### config.mk
export PLATFORM = sky130hd
export DESIGN_NAME = circular_deque_engine_top
export DESIGN_NICKNAME = d
export VERILOG_FILES = /design/src/hdl/cdq_pkg.sv /design/src/hdl/cdq_cell.sv /design/src/hdl/circular_deque_engine_top.sv
export SDC_FILE = /design/constraint.sdc
export NUM_CORES = 1
export LEC_CHECK = 0
export BUFFER_PORTS_ARGS = -buffer_cell sky130_fd_sc_hd__buf_4
export CORE_MARGIN = 4
export CORE_UTILIZATION = 40
export CTS_CLUSTER_SIZE = 12
export DETAILED_ROUTE_END_ITERATION = 16
export PLACE_DENSITY = 0.58
export SLEW_MARGIN = 15
export SYNTH_ARGS = -nofsm -noshare
export SYNTH_HDL_FRONTEND = slang
export SYNTH_HIERARCHICAL = 1
export SYNTH_SLANG_ARGS = --single-unit
export TNS_END_PERCENT = 5
### constraint.sdc
create_clock -name clock -period 4.35 [get_ports clock]
set_input_delay 0.6525 -clock clock [delete_from_list [all_inputs] [get_ports clock]]
set_output_delay 0.6525 -clock clock [all_outputs]
set_load 0.005 [all_outputs]
### src/hdl/cdq_pkg.sv
package cdq_pkg;

   // Deque depth and stored item width.
   localparam int CAPACITY = 16;
   localparam int ITEM_WIDTH = 32;

   // Fixed field widths of the request and response beats.
   localparam int DATA_WIDTH = 32;
   localparam int POS_WIDTH = 4;
   localparam int COUNT_WIDTH = 5;
   localparam int OP_WIDTH = 3;
   localparam int STATUS_WIDTH = 2;

   // Items arrive on a 32-bit field, so no more than that is ever kept.
   localparam int STORE_WIDTH = (ITEM_WIDTH < DATA_WIDTH) ? ITEM_WIDTH : DATA_WIDTH;
   localparam int IDX_WIDTH = $clog2(CAPACITY);
   localparam int OCC_WIDTH = $clog2(CAPACITY + 1);
   localparam int CMP_WIDTH = (POS_WIDTH > OCC_WIDTH) ? POS_WIDTH : OCC_WIDTH;

   typedef enum logic [OP_WIDTH-1:0] {
      OP_PUSH_FRONT = 3'd0,
      OP_PUSH_BACK  = 3'd1,
      OP_POP_FRONT  = 3'd2,
      OP_POP_BACK   = 3'd3,
      OP_READ_AT    = 3'd4,
      OP_REMOVE_AT  = 3'd5
   } op_type;

   typedef enum logic [STATUS_WIDTH-1:0] {
      ST_OK    = 2'd0,
      ST_EMPTY = 2'd1,
      ST_FULL  = 2'd2,
      ST_RANGE = 2'd3
   } status_type;

   // Per-cell move controls: load the new item, take the lower
   // neighbor's value, or take the upper neighbor's value.
   typedef struct packed {
      logic load;
      logic take_lower;
      logic take_upper;
   } cell_ctrl_type;

endpackage

### src/hdl/cdq_cell.sv
module cdq_cell (
   input  logic                                  clock,
   input  cdq_pkg::cell_ctrl_type                ctrl,
   input  logic [cdq_pkg::STORE_WIDTH-1:0]       load_data,
   input  logic [cdq_pkg::STORE_WIDTH-1:0]       lower_data,
   input  logic [cdq_pkg::STORE_WIDTH-1:0]       upper_data,
   output logic [cdq_pkg::STORE_WIDTH-1:0]       data_q
);

   logic [cdq_pkg::STORE_WIDTH-1:0] data_ff;
   logic [cdq_pkg::STORE_WIDTH-1:0] data_in;

   // At most one control is set in a cycle; otherwise the cell holds.
   always_comb begin
      priority if (ctrl.load) begin
         data_in = load_data;
      end else if (ctrl.take_lower) begin
         data_in = lower_data;
      end else if (ctrl.take_upper) begin
         data_in = upper_data;
      end else begin
         data_in = data_ff;
      end
   end

   always_ff @(posedge clock) begin
      data_ff <= data_in;
   end

   assign data_q = data_ff;

endmodule

### src/hdl/circular_deque_engine_top.sv
// Double-ended queue built as a row of shifting cells.
// A response beat appears in the cycle after its request beat is accepted.
// One request per cycle unless rsp_tready stalls; every operation is one cell update.
// Reset: synchronous, active high; clears the count and the output valid.
// Cell contents are not reset, and a cell above the count is never read.
module circular_deque_engine_top (
   input  logic        clock,
   input  logic        reset,

   input  logic        req_tvalid,
   output logic        req_tready,
   input  logic [39:0] req_tdata,   // [31:0] data_in, [35:32] position, [39:36] zero
   input  logic [2:0]  req_tuser,   // [2:0] operation

   output logic        rsp_tvalid,
   input  logic        rsp_tready,
   output logic [39:0] rsp_tdata,   // [31:0] data_out, [36:32] count_after, [39:37] zero
   output logic [1:0]  rsp_tuser    // [1:0] status
);

   localparam int CAP = cdq_pkg::CAPACITY;

   // Cell i always holds the entry at position i counted from the back,
   // so the circular back pointer of a software deque is never needed:
   // pushing or popping at the back shifts the whole row by one cell, and
   // removing an entry shifts every cell at or above it down by one.

   logic                              fire;
   logic [cdq_pkg::OCC_WIDTH-1:0]     occ_ff;
   logic [cdq_pkg::OCC_WIDTH-1:0]     occ_in;

   logic                              rsp_valid_ff;
   logic [cdq_pkg::DATA_WIDTH-1:0]    rsp_data_ff;
   logic [cdq_pkg::OCC_WIDTH-1:0]     rsp_count_ff;
   cdq_pkg::status_type               rsp_status_ff;

   logic [cdq_pkg::OP_WIDTH-1:0]      op_raw;
   logic [cdq_pkg::DATA_WIDTH-1:0]    item_raw;
   logic [cdq_pkg::POS_WIDTH-1:0]     pos_raw;
   logic [cdq_pkg::STORE_WIDTH-1:0]   item;
   logic [cdq_pkg::IDX_WIDTH-1:0]     pos_idx;
   logic [cdq_pkg::IDX_WIDTH-1:0]     top_idx;
   logic [cdq_pkg::IDX_WIDTH-1:0]     front_idx;
   logic [cdq_pkg::IDX_WIDTH-1:0]     rd_idx;

   logic                              is_full;
   logic                              is_empty;
   logic                              in_range;

   logic                              do_load;
   logic                              do_up;
   logic                              do_down;
   logic                              do_remove;
   logic                              has_data;
   cdq_pkg::status_type               status;

   logic [cdq_pkg::STORE_WIDTH-1:0]   cell_q [CAP];
   cdq_pkg::cell_ctrl_type            cell_ctrl [CAP];

   // The output register parts the two sides: a new request is taken
   // whenever the held response is gone or leaves in this same cycle.
   assign req_tready = !rsp_valid_ff || rsp_tready;
   assign fire = req_tvalid && req_tready;

   assign op_raw = req_tuser;
   assign item_raw = req_tdata[31:0];
   assign pos_raw = req_tdata[35:32];
   assign item = cdq_pkg::STORE_WIDTH'(item_raw);

   assign is_full = (occ_ff == cdq_pkg::OCC_WIDTH'(CAP));
   assign is_empty = (occ_ff == '0);
   assign in_range = (cdq_pkg::CMP_WIDTH'(pos_raw) < cdq_pkg::CMP_WIDTH'(occ_ff));

   // The index casts only matter for cells that exist: a push at the front
   // is never done on a full row, and a pop at the front never on an empty one.
   assign pos_idx = cdq_pkg::IDX_WIDTH'(pos_raw);
   assign top_idx = cdq_pkg::IDX_WIDTH'(occ_ff);
   assign front_idx = cdq_pkg::IDX_WIDTH'(occ_ff - 1'b1);

   // Decode the request into row moves, a read index, a status and the
   // new count.
   always_comb begin
      do_load = 1'b0;
      do_up = 1'b0;
      do_down = 1'b0;
      do_remove = 1'b0;
      has_data = 1'b0;
      rd_idx = pos_idx;
      status = cdq_pkg::ST_OK;
      occ_in = occ_ff;
      unique case (op_raw)
         cdq_pkg::OP_PUSH_FRONT: begin
            if (is_full) begin
               status = cdq_pkg::ST_FULL;
            end else begin
               do_load = 1'b1;
               occ_in = occ_ff + 1'b1;
            end
         end
         cdq_pkg::OP_PUSH_BACK: begin
            if (is_full) begin
               status = cdq_pkg::ST_FULL;
            end else begin
               do_up = 1'b1;
               occ_in = occ_ff + 1'b1;
            end
         end
         cdq_pkg::OP_POP_FRONT: begin
            rd_idx = front_idx;
            if (is_empty) begin
               status = cdq_pkg::ST_EMPTY;
            end else begin
               has_data = 1'b1;
               occ_in = occ_ff - 1'b1;
            end
         end
         cdq_pkg::OP_POP_BACK: begin
            rd_idx = '0;
            if (is_empty) begin
               status = cdq_pkg::ST_EMPTY;
            end else begin
               has_data = 1'b1;
               do_down = 1'b1;
               occ_in = occ_ff - 1'b1;
            end
         end
         cdq_pkg::OP_READ_AT: begin
            if (!in_range) begin
               status = cdq_pkg::ST_RANGE;
            end else begin
               has_data = 1'b1;
            end
         end
         cdq_pkg::OP_REMOVE_AT: begin
            if (!in_range) begin
               status = cdq_pkg::ST_RANGE;
            end else begin
               has_data = 1'b1;
               do_remove = 1'b1;
               occ_in = occ_ff - 1'b1;
            end
         end
         default: begin
            // Unused codes leave everything as it is and answer ok.
         end
      endcase
   end

   // Per-cell controls. Cells above the new count may take stale values;
   // they are never read before being written again.
   always_comb begin
      for (int i = 0; i < CAP; i++) begin
         cell_ctrl[i].load = fire && do_load && (cdq_pkg::IDX_WIDTH'(i) == top_idx);
         cell_ctrl[i].take_lower = fire && do_up;
         cell_ctrl[i].take_upper = fire &&
            (do_down || (do_remove && (cdq_pkg::IDX_WIDTH'(i) >= pos_idx)));
      end
   end

   // The row of cells: cell 0 takes the pushed item from below, and the
   // top cell feeds itself from above.
   for (genvar g = 0; g < CAP; g++) begin : g_cell
      logic [cdq_pkg::STORE_WIDTH-1:0] lower_data;
      logic [cdq_pkg::STORE_WIDTH-1:0] upper_data;

      if (g == 0) begin : g_bottom
         assign lower_data = item;
      end else begin : g_lower
         assign lower_data = cell_q[g-1];
      end

      if (g == CAP - 1) begin : g_top
         assign upper_data = cell_q[g];
      end else begin : g_upper
         assign upper_data = cell_q[g+1];
      end

      cdq_cell u_cell (
         .clock      (clock),
         .ctrl       (cell_ctrl[g]),
         .load_data  (item),
         .lower_data (lower_data),
         .upper_data (upper_data),
         .data_q     (cell_q[g])
      );
   end

   // Count register.
   always_ff @(posedge clock) begin
      if (reset) begin
         occ_ff <= '0;
      end else if (fire) begin
         occ_ff <= occ_in;
      end
   end

   // Response register. Data is forced to zero unless the request
   // returned an entry.
   always_ff @(posedge clock) begin
      if (reset) begin
         rsp_valid_ff <= 1'b0;
      end else if (fire) begin
         rsp_valid_ff <= 1'b1;
      end else if (rsp_tready) begin
         rsp_valid_ff <= 1'b0;
      end
   end

   always_ff @(posedge clock) begin
      if (fire) begin
         rsp_data_ff <= has_data ? cdq_pkg::DATA_WIDTH'(cell_q[rd_idx]) : '0;
         rsp_status_ff <= status;
         rsp_count_ff <= occ_in;
      end
   end

   assign rsp_tvalid = rsp_valid_ff;
   assign rsp_tdata = {3'b000, cdq_pkg::COUNT_WIDTH'(rsp_count_ff), rsp_data_ff};
   assign rsp_tuser = rsp_status_ff;

`ifndef NO_ASSERTIONS
   a_occ_bound: assert property (@(posedge clock) disable iff (reset)
      occ_ff <= cdq_pkg::OCC_WIDTH'(CAP))
      else $error("occupancy above capacity");

   a_rsp_follows: assert property (@(posedge clock) disable iff (reset)
      fire |=> rsp_valid_ff)
      else $error("accepted request produced no response beat");

   a_occ_idle: assert property (@(posedge clock) disable iff (reset)
      !fire |=> $stable(occ_ff))
      else $error("count changed without a request");

   a_count_match: assert property (@(posedge clock) disable iff (reset)
      fire |=> (rsp_count_ff == occ_ff))
      else $error("reported count differs from stored count");

   a_err_zero: assert property (@(posedge clock) disable iff (reset)
      (rsp_valid_ff && (rsp_status_ff != cdq_pkg::ST_OK)) |-> (rsp_data_ff == '0))
      else $error("error response carries data");
`endif

endmodule

# ---- Word-level counts from Yosys, hierarchy flattened
# Index checks and enable logic that the tools add are counted.
dict set report op_classes {
  n_eq_ne 21
  n_addsub 2
  mux 69
  shifts 0
  bitwise 1
  multipliers 0
  reduce_logical 89
  order_cmp 17
  div_mod_pow 0
}
# operator n
set ops {}
lappend ops {{$mux W32} 49}
lappend ops {{$bmux W32 S4} 1}
lappend ops {{$logic_and A1 B1 Y1} 49}
lappend ops {{$reduce_bool A3 Y1} 15}
lappend ops {{$eq A4 B4 Y1 const A} 8}
lappend ops {{$ge A4 B4 Y1 const A} 7}
lappend ops {{$eq A3 B4 Y1 const A} 4}
lappend ops {{$ge A3 B4 Y1 const A} 4}
lappend ops {{$logic_or A1 B1 Y1} 16}
lappend ops {{$mux W5} 3}
lappend ops {{$pmux W5 S3} 1}
lappend ops {{$mux W1} 10}
lappend ops {{$eq A2 B4 Y1 const A} 2}
lappend ops {{$ge A1 B4 Y1 const A} 2}
lappend ops {{$ge A2 B4 Y1 const A} 2}
lappend ops {{$pmux W4 S2} 1}
lappend ops {{$eq A3 B2 Y1 const B} 2}
lappend ops {{$eq A3 B3 Y1 const B} 2}
lappend ops {{$pmux W2 S3} 1}
lappend ops {{$reduce_or A2 Y1} 3}
lappend ops {{$add A5 B1 Y5 const B} 1}
lappend ops {{$eq A5 B5 Y1 const B} 1}
lappend ops {{$ge A5 B5 Y1 const B} 1}
lappend ops {{$logic_not A5 Y1} 1}
lappend ops {{11 further kinds} 13}
dict set report word_totals {
  elab_cells 220
  latch_bits 0
  in_bits 47
  ramBits 0
  memories 0
  rom_bits 0
  register_bits 557
  out_inout_bits 44
}

# ---- Logic depth before layout (Yosys ltp)
dict set report logic_depth {
  ltp_word 9
  mapped_depth 13
  ltp_nobuf 10
}

# ---- By module
# The synthesis kept the hierarchy.
# mod cells_per_inst area_each_um2 seq_area_each_um2 n_inst
set by_module_without_submodules {}
lappend by_module_without_submodules {cdq_cell 140 1672.9 960.9 16}
lappend by_module_without_submodules {circular_deque_engine_top 1210 7389.6 1291.2 1}

# ---- Worst setup path after synthesis
# OpenSTA, ideal clock, no wires.
dict set report synth_timing {
  path_type {in2reg}
  from {input port rsp_tready}
  to {register g_cell[3].u_cell.data_ff (netlist bit g_cell[3].u_cell/data_q[0]) (enable)}
  required_time_ns 3.960
  arrival_time_ns 4.197
  path_stages 7
  path_slack_ns -0.237
  setup_time_ns 0.390
  n_path_buf 2
  cell_sequence {nand2b_1 nand2_1 inv_1 clkbuf_1 and3_1 buf_6 or3_1}
}
# element line
set synth_rtl {}
lappend synth_rtl {{from (decl)} circular_deque_engine_top.sv:16} ;# input logic rsp_tready,
lappend synth_rtl {{to (signal assigned)} cdq_cell.sv:27} ;# data_ff <= data_in;
lappend synth_rtl {{to (decl)} cdq_cell.sv:10} ;# logic [cdq_pkg::STORE_WIDTH-1:0] data_ff;

# ---- Worst setup path in the final report
dict set report layout_timing {
  from {register occ_ff[0] in the netlist's numbering}
  to {register rsp_data_ff[18] in the netlist's numbering, data pin}
}
dict set report layout_between {
  elab_chain_len 6
  word_cells_on_any_way 11
  classes_between {add/sub: 1; order compare: 1; mux: 7; bitwise: 1; reduce/logical: 1}
}
# element line
set layout_lines {}
lappend layout_lines {{from (decl)} circular_deque_engine_top.sv:29} ;# logic [cdq_pkg::OCC_WIDTH-1:0] occ_ff;
lappend layout_lines {{from (signal assigned)} circular_deque_engine_top.sv:193} ;# occ_ff <= occ_in;
lappend layout_lines {{$sub A5 B1 Y5} --}
lappend layout_lines {{$pmux W4 S2} circular_deque_engine_top.sv:91} ;# unique case (op_raw)
lappend layout_lines {{$not A4 Y5 (not written as such)} circular_deque_engine_top.sv:211} ;# rsp_data_ff <= has_data ? cdq_pkg::DATA_WIDTH'(cell_q[rd_idx]) : '0;
lappend layout_lines {{$bmux W32 S4} circular_deque_engine_top.sv:211}
lappend layout_lines {{$mux W32 (not written as such) (2 in a row)} circular_deque_engine_top.sv:211}
lappend layout_lines {{to (signal assigned)} circular_deque_engine_top.sv:211}
lappend layout_lines {{to (decl)} circular_deque_engine_top.sv:33} ;# logic [cdq_pkg::DATA_WIDTH-1:0] rsp_data_ff;
# Several ways; a longest one is shown, not always the timed one. The select of a mux whose other input is x is not followed.
# A chain may end at the register's enable or synchronous reset.

==> results.cfg <==
[run_status]
outcome = completed

[global_routing]
grt_util_all_layers_pct = 23.7
grt_pass1_vias = 25600
grt-ovfl-total = 0
grt_start_max_net_pins = 101
antenna_found_initial = 3
grt_pass1_wl_um = 164000

[timing]
tns_ns = 0
hold-worst-slack_ns = 0.250
setup_viol = 0
fin_crit_ns = 3.69
hold_viol_final = 0
final.period_utilization_pct = 84.9
max_freq_mhz = 271
rsz0062_at_grt = false
fin_skew_ns = 0.0275
slew_headroom_pct = 32.2
slew_violations = 0
worstMarginPinSlew_ns = 1.02

[pwr]
irDropWorstVdd_mv = 0.238
cellPowerDensity_nw_per_um2 = 368
leakagePower_uw = 0.0115

[drt]
routed_via_density = 5.84
antenna_left = 0
first_iter_violations = 3169
avgRoutedWirePerCell_um = 24.1
dr.pass1.iters = 6
drcViolationCount = 0
wl_met3_um = 8590
num_vias = 26700
wl_um = 110000
highest_layer = met4
met1_length_um = 49300
wl_met2_um = 49400

[synthesis]
syn_area_per_cell_um2 = 9.90
syn_area_um2 = 34200
synth_seq_cells = 557
ys.warnings.count = 6
async_flop_share_pct = 0
ys_types = 55
ys_seq_area_share_pct = 48.8
synth-edff-count = 551
syn_inst = 3450
ys.flop_type = edfxtp_1

[die]
dieArea_um2 = 90100
rows = 106
initial_core_util_pct = 40.6
die_width_um = 300
fp.dieH_um = 300
io_pins = 91
core_area_um2 = 84100

[cts]
insertion_delay_ns = 0.61
post_cts_buffers = 0
ctsHoldBuffers = 0
cts_buffers = 67
cts.sinks = 557
cts_tree = yes
cts_resized = 0
root_buffer = clkbuf_16
htree_levels = 3
clock_path_buffers = 3
clk_pin_slew_ns = 0.06

[critical_path]
r2r_start = occ_ff[0]
start_kind = flop
startpoint = occ_ff[0]
reg2reg_to = rsp_data_ff[18]
r2r_slack_ns = 0.66
worst-path-max-fanout = 14
crit_path_end = rsp_data_ff[18]
ff2ff_path_depth = 9
crit_required_ns = 4.66
arrival_ns = 4.01
critPathCaptureType = flop
worstSetupPathType = flop to flop

[layout]
fin_nets = 3442
layout_commonest_cell = nand2_1
area_delta_synth_final_pct = 9.35
drive_above_1_share_pct = 9.49
fillers = 8016
mostFrequentLayoutCells = 918 x nand2_1, 551 x edfxtp_1, 512 x mux2i_1, 481 x o21ai_1, 144 x buf_4

[run]
maxCapViolCount = 0

[placement]
io_buffers = 83
gp_congestion = 0.806
hpwlAfterDp_um = 61900

[worst_hold_path]
hp-class = input port to flop
## routing by layer
layer	vias to the layer above	track usage, %
met5	-	0
met3	184	3.32
met2	1164	37.4
met1	12900	34.1
met4	0	6.56
li1	12400	-
## worst max-delay path, cell delays in order, from the launching register on
cell,delay [ns]
dfxtp_1,0.64
inv_1,0.17
ha_1,0.39
nor2_1,0.10
mux2i_4,0.67
buf_4,0.31
a211oi_1,0.06
a311oi_1,0.40
a31oi_1,0.09
o22ai_1,0.54
## power breakdown
| part | switching, uW | internal [uW] | leakage, uW |
|---|---|---|---|
| Combinational | 1210 | 625 | 0.00536 |
| Clock | 2320 | 3210 | 0.00104 |
| Sequential | 177 | 6210 | 0.00512 |
| Total | 3710 | 10000 | 0.0115 |
## synthesized netlist by cell type, drive strengths merged (13+ instances only)
| cell type | number | share of area (%) |
|---|---|---|
| a31oi | 71 | 1.3 |
| nor2 | 27 | 0.30 |
| o22ai | 36 | 0.66 |
| o21ai | 518 | 7.6 |
| a311oi | 65 | 1.7 |
| buf | 227 | 5.8 |
| inv | 73 | 0.80 |
| a21oi | 13 | 0.19 |
| a211oi | 129 | 2.8 |
| mux2i | 513 | 15 |
| or3 | 18 | 0.33 |
| nand2 | 918 | 10 |
| clkbuf | 85 | 0.93 |
| nand3 | 131 | 1.9 |
| edfxtp | 551 | 48 |
## kinds of logic after synthesis
group                    Yosys count  synth area share (%)
buffers and inverters            385                  7.50
AO/OA/AOI/OAI                    854                  14.9
flip-flops                       557                  48.8
adder cells (fa/ha/maj)            8                 0.293
multiplexers                     516                  15.1
XOR/XNOR                           4                 0.103
AND/OR/NAND/NOR                 1125                  13.3
other                              1                0.0110
## how the worst min path moves through the flow
stage	slack, ns	endpoint	start	cells past startpoint
finish	0.25	occ_ff[2]	reset	2
global route	0.23	occ_ff[2]	reset	2
CTS	0.21	occ_ff[2]	reset	2
detailed placement	0.52	rsp_tvalid	rsp_tvalid	2
global placement	0.53	rsp_tvalid	rsp_tvalid	2
floorplan	0.53	occ_ff[1]	occ_ff[1]	2
## final cells by class
class	instances	area, um^2	area share (%)
multi-input cells	2510	15100	40.5
clock inverters	36	327	0.874
repair buffers	178	1760	4.72
diodes	2	5.00	0.0134
inverters	73	274	0.734
flip-flops and latches	557	16700	44.6
clock buffers	83	1780	4.76
well taps	1134	1420	3.80
## flip-flops by register name (all words and copies together) (netlist names)
register,cells
g_cell.u_cell/data_q,512
occ_ff,5
rsp_count_ff,5
rsp_data_ff,32
rsp_tuser,2
rsp_tvalid,1
## through the flow
stage          worst slack, ns  area, um^2  instances  total power (uW)  util (%)
2_1_floorplan            0.463       34200       3452              7560         -
3_3_place_gp             0.751       35200       4452              8290      41.9
3_5_place_dp             0.733       35200       4452              8310      41.9
4_1_cts                  0.696       37300       4571             13800      44.4
5_1_grt                  0.390       37300       4573             14200      44.4
6_report                 0.658       37300       4573             13800      44.4
(Power assumes the default switching activity.)
